--- config.mk ---
export PLATFORM = sky130hd
export DESIGN_NAME = days_between_dates_core_flat
export DESIGN_NICKNAME = d
export VERILOG_FILES = /design/src/hdl/dbd_pkg.sv /design/src/hdl/dbd_in_if.sv /design/src/hdl/dbd_out_if.sv /design/src/hdl/days_between_dates_core.sv /design/src/hdl/dbd_ordinal.sv /design/src/flat_wrapper.sv
export VERILOG_INCLUDE_DIRS = /design/src /design/src/hdl
export SDC_FILE = /design/constraint.sdc
export NUM_CORES = 1
export LEC_CHECK = 0
export ABC_CLOCK_PERIOD_IN_PS = 9000
export BUFFER_PORTS_ARGS = -buffer_cell sky130_fd_sc_hd__clkbuf_2
export CAP_MARGIN = 20
export CELL_PAD_IN_SITES_DETAIL_PLACEMENT = 1
export CELL_PAD_IN_SITES_GLOBAL_PLACEMENT = 2
export CORE_AREA = 2 2 187 326
export DETAILED_ROUTE_END_ITERATION = 12
export DIE_AREA = 0 0 189 328
export PLACE_DENSITY_LB_ADDON = 0.1
export RECOVER_POWER = 25
export SYNTH_ARGS = -nofsm -noshare
export SYNTH_HDL_FRONTEND = slang
export SYNTH_SLANG_ARGS = --single-unit
--- constraint.sdc ---
create_clock -name clk -period 9 [get_ports clk]
set_input_delay 0 -clock clk [delete_from_list [all_inputs] [get_ports clk]]
set_output_delay 0 -clock clk [all_outputs]
set_load 0.02 [all_outputs]
--- src/hdl/assert_macros.svh ---
// Assertion macros used by days_between_dates_core.
`ifndef ASSERT_MACROS_SVH
`define ASSERT_MACROS_SVH

// Antecedent implies consequent in the same cycle.
`define ASSERT_SAME(label, clk, rst, ante, cons, msg) \
  label: assert property (@(posedge clk) disable iff (rst) (ante) |-> (cons)) \
    else $error(msg);

// Antecedent implies consequent in the next cycle.
`define ASSERT_NEXT(label, clk, rst, ante, cons, msg) \
  label: assert property (@(posedge clk) disable iff (rst) (ante) |=> (cons)) \
    else $error(msg);

`endif

--- src/hdl/dbd_pkg.sv ---
// Types, widths and tables for the day distance block.
`default_nettype none

package dbd_pkg;

  localparam int YearW  = 12;
  localparam int MonthW = 4;
  localparam int DayW   = 5;
  localparam int OrdW   = 21;   // ordinal of year 4095 still fits
  localparam int DistW  = 21;
  localparam int QuotW  = 6;    // year / 100 for a 12-bit year
  localparam int DbmW   = 9;

  // year / 100 == (year * 5243) >> 19 for every 12-bit year
  localparam int RecipW     = 13;
  localparam int ProdW      = YearW + RecipW;
  localparam int RecipShift = 19;
  localparam logic [RecipW-1:0] Recip100 = 13'd5243;

  localparam logic [MonthW-1:0] MonthFeb = 4'd2;

  typedef logic [YearW-1:0]  year_t;
  typedef logic [MonthW-1:0] month_t;
  typedef logic [DayW-1:0]   day_t;
  typedef logic [OrdW-1:0]   ord_t;
  typedef logic [DistW-1:0]  dist_t;
  typedef logic [DbmW-1:0]   dbm_t;
  typedef logic [QuotW-1:0]  quot_t;

  // Days before month m in a common year; codes above December count all twelve
  function automatic dbm_t days_before_month(input month_t m);
    dbm_t r;
    case (m)
      4'd0:    r = 9'd0;
      4'd1:    r = 9'd0;
      4'd2:    r = 9'd31;
      4'd3:    r = 9'd59;
      4'd4:    r = 9'd90;
      4'd5:    r = 9'd120;
      4'd6:    r = 9'd151;
      4'd7:    r = 9'd181;
      4'd8:    r = 9'd212;
      4'd9:    r = 9'd243;
      4'd10:   r = 9'd273;
      4'd11:   r = 9'd304;
      4'd12:   r = 9'd334;
      default: r = 9'd365;
    endcase
    return r;
  endfunction

endpackage

`default_nettype wire

--- src/hdl/dbd_in_if.sv ---
// Request channel carrying a pair of dates.
`default_nettype none

interface dbd_in_if;
  logic             valid;
  logic             ready;
  dbd_pkg::year_t   first_year;
  dbd_pkg::month_t  first_month;
  dbd_pkg::day_t    first_day;
  dbd_pkg::year_t   second_year;
  dbd_pkg::month_t  second_month;
  dbd_pkg::day_t    second_day;

  modport source (
    output valid, first_year, first_month, first_day,
           second_year, second_month, second_day,
    input  ready
  );
  modport sink (
    input  valid, first_year, first_month, first_day,
           second_year, second_month, second_day,
    output ready
  );
endinterface

`default_nettype wire

--- src/hdl/dbd_out_if.sv ---
// Result channel carrying the day distance and order flag.
`default_nettype none

interface dbd_out_if;
  logic            valid;
  logic            ready;
  dbd_pkg::dist_t  day_distance;
  logic            order_swapped;

  modport source (output valid, day_distance, order_swapped, input ready);
  modport sink   (input  valid, day_distance, order_swapped, output ready);
endinterface

`default_nettype wire

--- src/hdl/days_between_dates_core.sv ---
// Path: stage 1 clamps and compares, stages 2..4 form the ordinals, stage 5 registers the difference.
// Throughput: one date pair per cycle unless the output stalls; each stage loads when empty or draining.
// The critical stage is the year-day sum (constant multiply by 365 plus adds).
// Reset: synchronous, clears all stage valid bits; payload registers are not reset.
`default_nettype none

`include "assert_macros.svh"

module days_between_dates_core #(
  parameter int MAX_YEAR = 3000
) (
  input  wire logic   clk,
  input  wire logic   rst,
  dbd_in_if.sink      dates,
  dbd_out_if.source   result
);

  localparam dbd_pkg::year_t YearCap =
    (MAX_YEAR > (2 ** dbd_pkg::YearW) - 1) ? '1 : dbd_pkg::YearW'(MAX_YEAR);

  // Stage valid bits and load enables (stage 1 .. stage 5)
  logic [4:0] v;
  logic [4:0] en;

  assign en[4] = !v[4] || result.ready;
  assign en[3] = !v[3] || en[4];
  assign en[2] = !v[2] || en[3];
  assign en[1] = !v[1] || en[2];
  assign en[0] = !v[0] || en[1];

  assign dates.ready = en[0];

  always_ff @(posedge clk) begin
    if (rst) begin
      v <= '0;
    end else begin
      if (en[0]) v[0] <= dates.valid;
      if (en[1]) v[1] <= v[0];
      if (en[2]) v[2] <= v[1];
      if (en[3]) v[3] <= v[2];
      if (en[4]) v[4] <= v[3];
    end
  end

  // Stage 1: clamp years, lexicographic order compare
  dbd_pkg::year_t  ya_c, yb_c;
  logic            swap_next;

  always_comb begin
    ya_c = dates.first_year;
    if (dates.first_year == '0) ya_c = dbd_pkg::YearW'(1);
    else if (32'(dates.first_year) > MAX_YEAR) ya_c = YearCap;
    yb_c = dates.second_year;
    if (dates.second_year == '0) yb_c = dbd_pkg::YearW'(1);
    else if (32'(dates.second_year) > MAX_YEAR) yb_c = YearCap;

    if (ya_c != yb_c)
      swap_next = ya_c > yb_c;
    else if (dates.first_month != dates.second_month)
      swap_next = dates.first_month > dates.second_month;
    else
      swap_next = dates.first_day > dates.second_day;
  end

  dbd_pkg::year_t  ya1, yb1;
  dbd_pkg::month_t ma1, mb1;
  dbd_pkg::day_t   da1, db1;
  logic [3:0]      swp;   // order flag through stages 1..4

  always_ff @(posedge clk) begin
    if (en[0]) begin
      ya1    <= ya_c;
      yb1    <= yb_c;
      ma1    <= dates.first_month;
      mb1    <= dates.second_month;
      da1    <= dates.first_day;
      db1    <= dates.second_day;
      swp[0] <= swap_next;
    end
    if (en[1]) swp[1] <= swp[0];
    if (en[2]) swp[2] <= swp[1];
    if (en[3]) swp[3] <= swp[2];
  end

  // Stages 2..4: day ordinal of each date
  dbd_pkg::ord_t ord_a, ord_b;

  dbd_ordinal u_ord_a (
    .clk     (clk),
    .en      (en[3:1]),
    .year    (ya1),
    .month   (ma1),
    .day     (da1),
    .ordinal (ord_a)
  );

  dbd_ordinal u_ord_b (
    .clk     (clk),
    .en      (en[3:1]),
    .year    (yb1),
    .month   (mb1),
    .day     (db1),
    .ordinal (ord_b)
  );

  // Stage 5: absolute difference into the output register
  dbd_pkg::dist_t dist_next;
  assign dist_next = (ord_a > ord_b) ? dbd_pkg::DistW'(ord_a - ord_b)
                                     : dbd_pkg::DistW'(ord_b - ord_a);

  always_ff @(posedge clk) begin
    if (en[4]) begin
      result.day_distance  <= dist_next;
      result.order_swapped <= swp[3];
    end
  end

  assign result.valid = v[4];

  // Checks
  `ASSERT_NEXT(a_accept_loads, clk, rst, dates.valid && dates.ready, v[0], "accepted request not in stage 1")
  `ASSERT_SAME(a_year_clamped, clk, rst, v[0], (ya1 != '0) && (32'(ya1) <= MAX_YEAR) && (yb1 != '0) && (32'(yb1) <= MAX_YEAR), "stage 1 year outside clamp range")
  `ASSERT_SAME(a_swap_years, clk, rst, v[0] && swp[0], ya1 >= yb1, "order flag set with earlier first year")

endmodule

`default_nettype wire

--- src/hdl/dbd_ordinal.sv ---
// Three-stage day ordinal of one clamped date.
`default_nettype none

module dbd_ordinal (
  input  wire logic            clk,
  input  wire logic [2:0]      en,      // stage load enables, bit 0 is the first stage
  input  wire dbd_pkg::year_t  year,    // already clamped to 1..max
  input  wire dbd_pkg::month_t month,
  input  wire dbd_pkg::day_t   day,
  output dbd_pkg::ord_t        ordinal
);

  // Stage A: year / 100 by reciprocal multiply
  dbd_pkg::year_t  ya;
  dbd_pkg::month_t ma;
  dbd_pkg::day_t   da;
  dbd_pkg::quot_t  qa;
  logic [dbd_pkg::ProdW-1:0] prod;

  assign prod = dbd_pkg::ProdW'(year) * dbd_pkg::ProdW'(dbd_pkg::Recip100);

  always_ff @(posedge clk) begin
    if (en[0]) begin
      ya <= year;
      ma <= month;
      da <= day;
      qa <= prod[dbd_pkg::RecipShift +: dbd_pkg::QuotW];
    end
  end

  // Stage B: leap flag and days of all full preceding years
  dbd_pkg::year_t  rem;
  dbd_pkg::year_t  p;
  dbd_pkg::quot_t  c100;
  logic            cent;
  logic            leap_next;
  dbd_pkg::ord_t   base_next;

  dbd_pkg::month_t mb;
  dbd_pkg::day_t   db;
  dbd_pkg::ord_t   base;
  logic            leap;

  always_comb begin
    rem       = ya - dbd_pkg::YearW'(qa) * dbd_pkg::YearW'(100);
    cent      = (rem == '0);
    leap_next = cent ? (qa[1:0] == 2'b00) : (ya[1:0] == 2'b00);
    p         = ya - dbd_pkg::YearW'(1);
    c100      = qa - dbd_pkg::QuotW'(cent);   // (year-1) / 100
    base_next = dbd_pkg::OrdW'(p) * dbd_pkg::OrdW'(365)
              + dbd_pkg::OrdW'(p >> 2)
              - dbd_pkg::OrdW'(c100)
              + dbd_pkg::OrdW'(c100 >> 2);
  end

  always_ff @(posedge clk) begin
    if (en[1]) begin
      mb   <= ma;
      db   <= da;
      base <= base_next;
      leap <= leap_next;
    end
  end

  // Stage C: months before this one, leap day, day of month
  logic leap_add;
  assign leap_add = leap && (mb > dbd_pkg::MonthFeb);

  always_ff @(posedge clk) begin
    if (en[2]) begin
      ordinal <= base
               + dbd_pkg::OrdW'(dbd_pkg::days_before_month(mb))
               + dbd_pkg::OrdW'(leap_add)
               + dbd_pkg::OrdW'(db);
    end
  end

endmodule

`default_nettype wire
--- src/flat_wrapper.sv ---
// flat-port wrapper written by rule: the top's interface ports become plain ports
module days_between_dates_core_flat 
#(
  parameter int MAX_YEAR = 3000
)
  (clk, rst, dates_valid, dates_first_year, dates_first_month, dates_first_day, dates_second_year, dates_second_month, dates_second_day, dates_ready, result_valid, result_day_distance, result_order_swapped, result_ready);
  dbd_in_if dates_i ();
  dbd_out_if result_i ();
  input  wire logic clk;
  input  wire logic rst;
  input wire logic [$bits(dates_i.valid)-1:0] dates_valid;
  input wire logic [$bits(dates_i.first_year)-1:0] dates_first_year;
  input wire logic [$bits(dates_i.first_month)-1:0] dates_first_month;
  input wire logic [$bits(dates_i.first_day)-1:0] dates_first_day;
  input wire logic [$bits(dates_i.second_year)-1:0] dates_second_year;
  input wire logic [$bits(dates_i.second_month)-1:0] dates_second_month;
  input wire logic [$bits(dates_i.second_day)-1:0] dates_second_day;
  output wire logic [$bits(dates_i.ready)-1:0] dates_ready;
  output wire logic [$bits(result_i.valid)-1:0] result_valid;
  output wire logic [$bits(result_i.day_distance)-1:0] result_day_distance;
  output wire logic [$bits(result_i.order_swapped)-1:0] result_order_swapped;
  input wire logic [$bits(result_i.ready)-1:0] result_ready;
  assign dates_i.valid = dates_valid;
  assign dates_i.first_year = dates_first_year;
  assign dates_i.first_month = dates_first_month;
  assign dates_i.first_day = dates_first_day;
  assign dates_i.second_year = dates_second_year;
  assign dates_i.second_month = dates_second_month;
  assign dates_i.second_day = dates_second_day;
  assign dates_ready = dates_i.ready;
  assign result_valid = result_i.valid;
  assign result_day_distance = result_i.day_distance;
  assign result_order_swapped = result_i.order_swapped;
  assign result_i.ready = result_ready;
  days_between_dates_core #(.MAX_YEAR(MAX_YEAR)) u_core (.clk(clk), .rst(rst), .dates(dates_i), .result(result_i));
endmodule
==> results of run 1 <==
## worst paths after layout
kind | endpoint | slack (ns) | depth (start not counted)
worst min register to register | u_core.u_ord_b.da[4] | 0.42 | 0
worst max-delay path | u_core.u_ord_a.base[18] | 0.46 | 38
worst max register to register | u_core.u_ord_a.base[18] | 0.46 | 38
worst min-delay path | u_core.mb1[2] | 0.20 | 2
## critical path: cells and delay by family (launching register included)
kind            cells  cell delay [ns]
buf+inv             5             0.44
fa+ha+maj          13             4.03
compound gates     11             2.04
simple gates        6             0.78
flops               1             0.43
xor+xnor            3             0.58
## stage by stage
stage               hold slack [ns]  area, um2
global route                  0.176      28600
finish                        0.199      28600
detailed placement            0.198      27100
floorplan                    0.0691      25800
CTS                           0.162      28500
global placement              0.198      27100
## cells in the final DEF, fill, tap and decap left out, types with 27 or more instances in the layout
master and n:
o21ai_0 54, nand2_1 84, clkbuf_1 47, nor2_1 84, clkbuf_16 27, a21o_1 49, xnor2_1 82, edfxtp_1 226
a21oi_1 115, xor2_1 69, inv_1 507, dlygate4sd3_1 51, nor3_1 36, ha_1 478, fa_1 234
## flip-flops by register name (all words and copies together), names as in the netlist, 6 cells and up, named ones only
signal / count
u_core.u_ord_b.ya: 12
u_core.u_ord_b.base: 21
u_core.u_ord_a.qa: 6
u_core.u_ord_a.ya: 12
u_core.result.day_distance: 21
u_core.u_ord_a.ordinal: 21
u_core.u_ord_a.base: 21
u_core.yb1: 12
u_core.u_ord_b.ordinal: 21
u_core.ya1: 12
u_core.u_ord_b.qa: 6
## cells by family after synthesis
logic type | share of synthesized area (%)
AOI/OAI and AO/OA | 9.46
xor gates and xnor gates | 5.15
adders and majority gates | 41.4
buffers and inverters | 7.83
DFF | 28.0
muxes | 1.14
and+or+nand+nor | 7.02
## timing repair
action / in CTS / in global routing
gates resized for setup: 0 / 15
endpoints found under the setup margin: 0 / 14
hold endpoints to repair: 48 / 0
hold buffers: 51 / 0
setup buffers: 0 / 2
## layout make-up
| class | instances | area (um2) |
|---|---|---|
| multi-input cells | 1621 | 16700 |
| well taps | 780 | 976 |
| clock buffers | 31 | 691 |
| repair buffers | 134 | 920 |
| flip-flops and latches | 249 | 7250 |
| fillers | 6501 | 30600 |
| inverters | 509 | 1910 |
| clock inverters | 19 | 193 |
## metal layers
metal	share of wire (%)	vias up
li1	-	8399
met1	35	8748
met2	59	240
met3	1.9	113
met4	4.1	0
met5	0	-
==> run metrics, run 1 <==
H-tree depth=1; source of the critical timing path=u_core.u_ord_a.qa[1]; Worst slew margin=a little under a third; Post-Layout Cell Count=3,343; total track usage=approximately a fifth; hold path startpoint=dates_second_month[2]; Post-synth ARST share=0%; final slew viol count=0; largest stage delay on the critical path=0.55 ns; cts bufs inserted=27; drt pass-1 iters=4; die width=between 150 and 200 um; maximum clock path buffer count=3; Tmin final=8.54 ns; layout cell share with drive strength beyond 1=under 10%; Port Buffers=69; Fmax=117 MHz; Detailed Route Iter0 Violations=between 400 and 500; GR Layer Usage met3=1.60%; placed cell count=~3,200; Syn-to-layout area delta=10.7%; Final setup violation count=0; sequential-to-total area share from yosys stat=28.0%; clock tree from TritonCTS=built; Reg clk slew, reported paths=approximately 0.060 ns; M2 GR Usage=45.1%; Yosys cell types=just under 80; Routed WL per cell=18.9 um; CP required=9.31 ns; Routed Wire Length=63,300 um; Worst Path Class, Setup=reg -> reg; die area=approximately 0.062 mm2; first-pass GRT wire length=between 100,000 and 150,000 um; FF+latch count, synth=~250; total number of vias=between 15,000 and 20,000; post-synth top area share=between 20% and 30%; antenna violations before repair=0; Area contributors post-synth=edfxtp_1 (26%), ha_1 (23%), fa_1 (18%); Mapped Area=roughly 0.026 mm2; outcome=complete, no violations; clk root buf=clkbuf_16; Clock Latency Late Sink=about 0.56 ns; synthesized area per cell=approximately 11 um2; Post-synth EDFFs=between 200 and 250; Worst path slowest cell=fa_1; most frequent cell after synthesis=inv_1; YS warnings=0; largest net degree at the start of global routing=49; CP endpoint kind=flop; DRC viols=0; chip height=between 300 and 400 um; syn nets=~3,200; antenna-violating nets left=0; Vias/cell=roughly 5.2; CP most frequent cell=ha_1; Tcrit/Tclk final=a little over nine tenths; CP Data Arrival Time=roughly 9 ns; Post-Route Utilization=between 40% and 50%; DP Wirelength=roughly 55,000 um; Final nets=3,302; RD Place Congestion=a little over 0.9; grt ovf=0; DP Worst Slack=between 0.1 and 0.15 ns; startpoint types=flop; setup_tns=0 ns; Core Region=between 0.05 and 0.06 mm2; Antenna Cells=0; GRT busiest layer=met2; Critical Path Fanout Max=7; CTS sink cnt=249; vias in the first global route=20,400; Initial Utilization=between 40% and 50%; Final Hold Viols=0; worst r2r src=u_core.u_ord_a.qa[1]; Synth area leader=edfxtp_1; Worst Skew=0.0175 ns; Final WS setup=approximately 0.46 ns; GR Util met1=20.1%; class of the worst hold path=in -> reg; # IOs=70; synthesized instance count=around 2,400; Top FF cell, synth=edfxtp_1; Max-Cap Viols=0; FP Rows=about 120; top cells by count, synth=inv_1 (509), ha_1 (480), fa_1 (234); Worst Tran Pin Value=roughly 1 ns
Power of run 1 is left out: the tool's default activity adds up to more than one toggle a clock period on the data nets, which glitch-free logic cannot reach.
==> run 2: changes to the inputs <==
--- a/config.mk
+++ b/config.mk
@@ -14,7 +14,7 @@
 export CORE_AREA = 2 2 187 326
 export DETAILED_ROUTE_END_ITERATION = 12
 export DIE_AREA = 0 0 189 328
-export PLACE_DENSITY_LB_ADDON = 0.1
+export PLACE_DENSITY = 0.91
 export RECOVER_POWER = 25
 export SYNTH_ARGS = -nofsm -noshare
 export SYNTH_HDL_FRONTEND = slang
==> run 2 against run 1 <==
Compared with the run above: utilization rose by 0.22 points; die area did not move; global-route usage grew 0.54 points; non-clock buffer count up 4; worst hold slack gained 0.023 ns; maximum frequency shrank 0.33%; clock-buffer cell count increased by 5; sequential share of layout area decreased by 0.11 points; critical path depth shrank 2; largest cell class unchanged.
==> run metrics, run 2 (synthesized netlist as in run 1, its figures left out) <==
die area=slightly above 0.06 mm2; FP Rows=118; DP Worst Slack=-0.0479 ns; total track usage=21.7%; Routed Wire Length=65,400 um; CP Data Arrival Time=8.94 ns; most common cell after layout, fill and taps aside=inv_1; Worst R2R Setup Slack=0.43 ns; Routed WL per cell=between 15 and 20 um; Final WS setup=roughly 0.43 ns; CP Capture Point=u_core.u_ord_b.base[20]; Reg clk slew, reported paths=0.06 ns; Worst path slowest cell=fa_1; CP most frequent cell=ha_1; Syn-to-layout area delta=11.2%; # IOs=70; Worst slew margin=between 30% and 40%; Final Hold Viols=0; vias in the first global route=21,000; DRC viols=0; DP Area=~0.027 mm2; antenna violations before repair=0; Core Region=around 0.06 mm2; RD Place Congestion=between 0.9 and 1; # fillers=~6,400; Worst Path Class, Setup=reg -> reg; first-pass GRT wire length=approximately 110,000 um; total number of vias=roughly 18,000; Tcrit/Tclk final=95.2%; CTS sink cnt=around 250; antenna-violating nets left=0; clock tree from TritonCTS=built; CP endpoint kind=flop; Reg-to-Reg End=u_core.u_ord_b.base[20]; Worst Tran Pin Value=between 0.9 and 1 ns; die width=around 190 um; register area=around 0.0072 mm2; clk root buf=clkbuf_16; area of the multi-input gates=around 0.017 mm2; largest stage delay on the critical path=0.52 ns; Port Buffers=69; Vias/cell=between 5 and 6; Max-Cap Viols=0; DP Wirelength=54,100 um; Detailed Route Iter0 Violations=455; Clock Latency Late Sink=0.57 ns; Tmin final=8.57 ns; R2R depth=36; chip height=about 330 um; startpoint types=flop; Final nets=between 3,000 and 4,000; layout cell share with drive strength beyond 1=~5.3%; Initial Utilization=43.6%; cts bufs inserted=26; class of the worst hold path=in -> reg; Final Cell Area=0.0287 mm2; CP required=roughly 9.4 ns; most frequent cells in the layout=inv_1 (506), ha_1 (475), fa_1 (233), edfxtp_1 (226), a21oi_1 (112); source of the critical timing path=u_core.u_ord_b.qa[2]; Final setup violation count=0; H-tree depth=1; grt ovf=0; largest net degree at the start of global routing=62; worst r2r src=u_core.u_ord_b.qa[2]; final slew viol count=0; Antenna Cells=0; drt pass-1 iters=5; maximum clock path buffer count=3; Fmax=roughly 120 MHz; Worst Skew=between 0.015 and 0.02 ns; Critical Path Fanout Max=6; outcome=complete, no violations
==> run 2: changes by cell type in the layout (fill, tap and decap cells not counted), sizes merged <==
cell / delta
buf: +4
clkbuf: +6
clkinv: -6
clkinvlp: -1
dlygate4sd3: -1
inv: -2
==> run 2: how the worst min path moves through the flow <==
stage	from	to	slack (ns)	depth (start not counted)
floorplan	rst	u_core.v[0]	0.07	1
global placement	dates_second_day[4]	u_core.db1[4]	0.20	1
detailed placement	dates_first_day[3]	u_core.da1[3]	0.21	1
CTS	dates_second_month[1]	u_core.mb1[1]	0.16	2
global route	dates_second_month[1]	u_core.mb1[1]	0.24	2
finish	dates_second_month[2]	u_core.mb1[2]	0.22	2
==> run 2: layout make-up <==
| class | count | area share [%] |
|---|---|---|
| multi-input combinational | 1621 | 58.1 |
| sequential | 249 | 25.2 |
| inverter | 509 | 6.65 |
| tap | 780 | 3.40 |
| timing repair buffer | 138 | 3.28 |
| clock buffer | 36 | 2.87 |
| clock inverter | 10 | 0.453 |
==> run 2: layer usage <==
metal	routed length, um	part of all wire [%]	vias to the layer above	track usage, %
li1	-	-	8393	-
met1	21900	33	8920	19.9
met2	38800	59	296	45.9
met3	1260	1.9	160	1.77
met4	3490	5.3	0	10.7
met5	0	0	-	0
==> run 2: what timing repair did <==
action | 4_1_cts | 5_1_grt
hold buffers | 50 | 0
hold endpoints to repair | 47 | 0
buffers inserted | 0 | 9
pin swaps | 0 | 9
resized for setup | 1 | 27
endpoints found under the setup margin | 2 | 19
==> run 2: per-stage QoR <==
step                util [%]  instances  hold slack (ns)  TNS [ns]
global route            48.5       3343            0.238    -0.138
CTS                     48.3       3332            0.160         0
global placement        45.8       3236            0.203         0
floorplan                  -       2400           0.0691         0
detailed placement      45.8       3236            0.206   -0.0776
finish                  48.5       3343            0.222         0
==> run 2: critical path, delay by kind of cell (launching register included) <==
family	cells	cell delay [ns]
xor+xnor	2	0.38
buf+inv	4	0.31
compound gates	11	2.22
simple gates	6	0.74
fa+ha+maj	13	4.29
flops	1	0.42
Power of run 2 is left out for the same reason.
==> run 3: changes to the inputs <==
--- a/config.mk
+++ b/config.mk
@@ -6,16 +6,18 @@
 export SDC_FILE = /design/constraint.sdc
 export NUM_CORES = 1
 export LEC_CHECK = 0
+export ABC_AREA = 1
 export ABC_CLOCK_PERIOD_IN_PS = 9000
 export BUFFER_PORTS_ARGS = -buffer_cell sky130_fd_sc_hd__clkbuf_2
 export CAP_MARGIN = 20
 export CELL_PAD_IN_SITES_DETAIL_PLACEMENT = 1
 export CELL_PAD_IN_SITES_GLOBAL_PLACEMENT = 2
-export CORE_AREA = 2 2 187 326
+export CORE_AREA = 2 2 202 352
 export DETAILED_ROUTE_END_ITERATION = 12
-export DIE_AREA = 0 0 189 328
-export PLACE_DENSITY = 0.91
+export DIE_AREA = 0 0 204 354
+export PLACE_DENSITY = 0.9
 export RECOVER_POWER = 25
+export SKIP_CTS_REPAIR_TIMING = 1
 export SYNTH_ARGS = -nofsm -noshare
 export SYNTH_HDL_FRONTEND = slang
 export SYNTH_SLANG_ARGS = --single-unit
==> constraint.sdc (replaced) <==
create_clock -name clk -period 9 [get_ports clk]
set_input_delay 0.9 -clock clk [delete_from_list [all_inputs] [get_ports clk]]
set_output_delay 0.9 -clock clk [all_outputs]
set_load 0.02 [all_outputs]
==> run 3 against run 2 <==
Compared with the run above: non-clock buffer count shrank 63; via count grew 19%; worst hold slack gained 0.20 ns; global-route usage grew 0.088 points; worst setup slack gained 0.55 ns; critical endpoint unchanged; first-iteration DRC count grew 36%; clock-buffer cell count shrank 1; synthesized cell count grew 31%; sequential share of layout area shrank 1.4 points; highest routed layer is now met5.
==> run metrics, run 3 <==
sequential-to-total area share from yosys stat=25.7%; Tmin final=approximately 8.0 ns; drt pass-1 iters=4; Max-Cap Viols=0; cts bufs inserted=28; Fmax=between 100 and 150 MHz; synthesized instance count=approximately 3,100; Worst slew margin=a little under a quarter; Worst R2R Setup Slack=0.98 ns; RSZ-0062 raised after global routing=no; most frequent cell after synthesis=inv_1; Detailed Route Iter0 Violations=618; Area contributors post-synth=edfxtp_1 (24%), ha_1 (21%), fa_1 (17%); Reg clk slew, reported paths=0.06 ns; Vias/cell=5.09; Mapped Area=0.0281 mm2; vias in the first global route=24,300; Worst Tran Pin Value=between 1 and 1.5 ns; DRC viols=0; worst r2r src=u_core.u_ord_b.qa[3]; DP Wirelength=around 67,000 um; CP required=~9.3 ns; die area=a little over 0.07 mm2; top cells by count, synth=inv_1 (673), nand2_1 (548), ha_1 (480); Initial Utilization=roughly two fifths; Fin Hold WS=around 0.42 ns; Port Buffers=between 60 and 70; antenna violations before repair=6; Core Region=just under 0.07 mm2; RD Place Congestion=around 0.89; class of the worst hold path=reg -> reg; R2R depth=36; Yosys cell types=between 50 and 60; total track usage=21.8%; CP most frequent cell=ha_1; CTS sink cnt=249; source of the critical timing path=u_core.u_ord_b.qa[3]; post-synth top area share=between 20% and 30%; grt ovf=0; most common cell after layout, fill and taps aside=inv_1; Tcrit/Tclk final=between 80% and 90%; Routed Wire Length=approximately 77,000 um; hold depth=0; Final setup violation count=0; YS warnings=0; largest net degree at the start of global routing=56; syn nets=between 3,000 and 4,000; Post-Route Utilization=approximately 44%; antenna-violating nets left=0; largest stage delay on the critical path=roughly 0.53 ns; maximum clock path buffer count=3; Syn-to-layout area delta=8.22%; total number of vias=21,200; setup_tns=0 ns; Worst Skew=0.0243 ns; Worst path slowest cell=fa_1; Post-synth EDFFs=226; Routed WL per cell=18.4 um; clock tree from TritonCTS=built; Post-synth ARST share=0%; CP Data Arrival Time=8.32 ns; chip height=around 350 um; first-pass GRT wire length=~120,000 um; Top FF cell, synth=edfxtp_1; CP endpoint kind=flop; FP Rows=around 130; startpoint types=flop; layout cell share with drive strength beyond 1=about 4.8%; H-tree depth=1; clk root buf=clkbuf_16; Clock Latency Late Sink=around 0.58 ns; outcome=complete, no violations; Synth area leader=edfxtp_1; hold path startpoint=u_core.u_ord_a.da[1]; synthesized area per cell=between 8 and 9 um2; FF+latch count, synth=249; most frequent cells in the layout=inv_1 (672), nand2_1 (548), ha_1 (480), fa_1 (234), edfxtp_1 (226); # IOs=70; Final Hold Viols=0; Critical Path Fanout Max=5; Final nets=between 3,000 and 4,000; Worst Path Class, Setup=reg -> reg; final slew viol count=0; die width=roughly 200 um
## run 3: logic make-up (layout without fill, tap and decap cells)
kind of cell	count (synthesis)	count (layout)	synth area share, %
AND/OR/NAND/NOR	982	982	14.8
flip-flops	249	249	25.7
other	0	2	0
XOR/XNOR	144	144	4.48
AO/OA/AOI/OAI	354	354	7.30
adder cells (fa/ha/maj)	714	714	38.0
buffers and inverters	703	806	9.69
## run 3: final timing paths
path                                           endpoint
worst min-delay path               u_core.u_ord_a.db[1]
worst max-delay path            u_core.u_ord_b.base[20]
worst max register to register  u_core.u_ord_b.base[20]
worst min register to register     u_core.u_ord_a.db[1]
## run 3: per-stage QoR
step	worst slack, ns	instance area (um2)	std cells
3_5_place_dp	0.949	29500	4105
4_1_cts	0.947	30500	4157
5_1_grt	0.419	30500	4159
3_3_place_gp	1.17	29500	4105
6_report	0.977	30500	4161
2_1_floorplan	1.97	28100	3146
## run 3: cell type report
type / instances / area (um2)
multi-input combinational: 2194 / 18200
timing repair buffer: 75 / 388
inverter: 679 / 2550
tap: 910 / 1140
antenna: 2 / 5.00
clock buffer: 35 / 747
sequential: 249 / 7250
fill: 8339 / 39000
clock inverter: 17 / 216
## run 3: metal layers
layer | GRT usage (%) | vias to the layer above | share of wire, % | wire, um
met5 | 0 | - | 0.056 | 43
met4 | 13.2 | 8 | 7.0 | 5400
met3 | 1.73 | 219 | 2.2 | 1720
met2 | 45.4 | 315 | 58 | 44500
met1 | 19.5 | 10400 | 33 | 25100
li1 | - | 10300 | - | -
## run 3: worst max-delay path: cells and delay by family, from the launching register on
family / cells / cell delay, ns
xor gates and xnor gates: 3 / 0.55
AOI/OAI and AO/OA: 4 / 0.84
adders and majority gates: 13 / 4.23
and+or+nand+nor: 12 / 1.41
DFF: 1 / 0.49
buffers and inverters: 4 / 0.27
Power of run 3 is left out for the same reason.
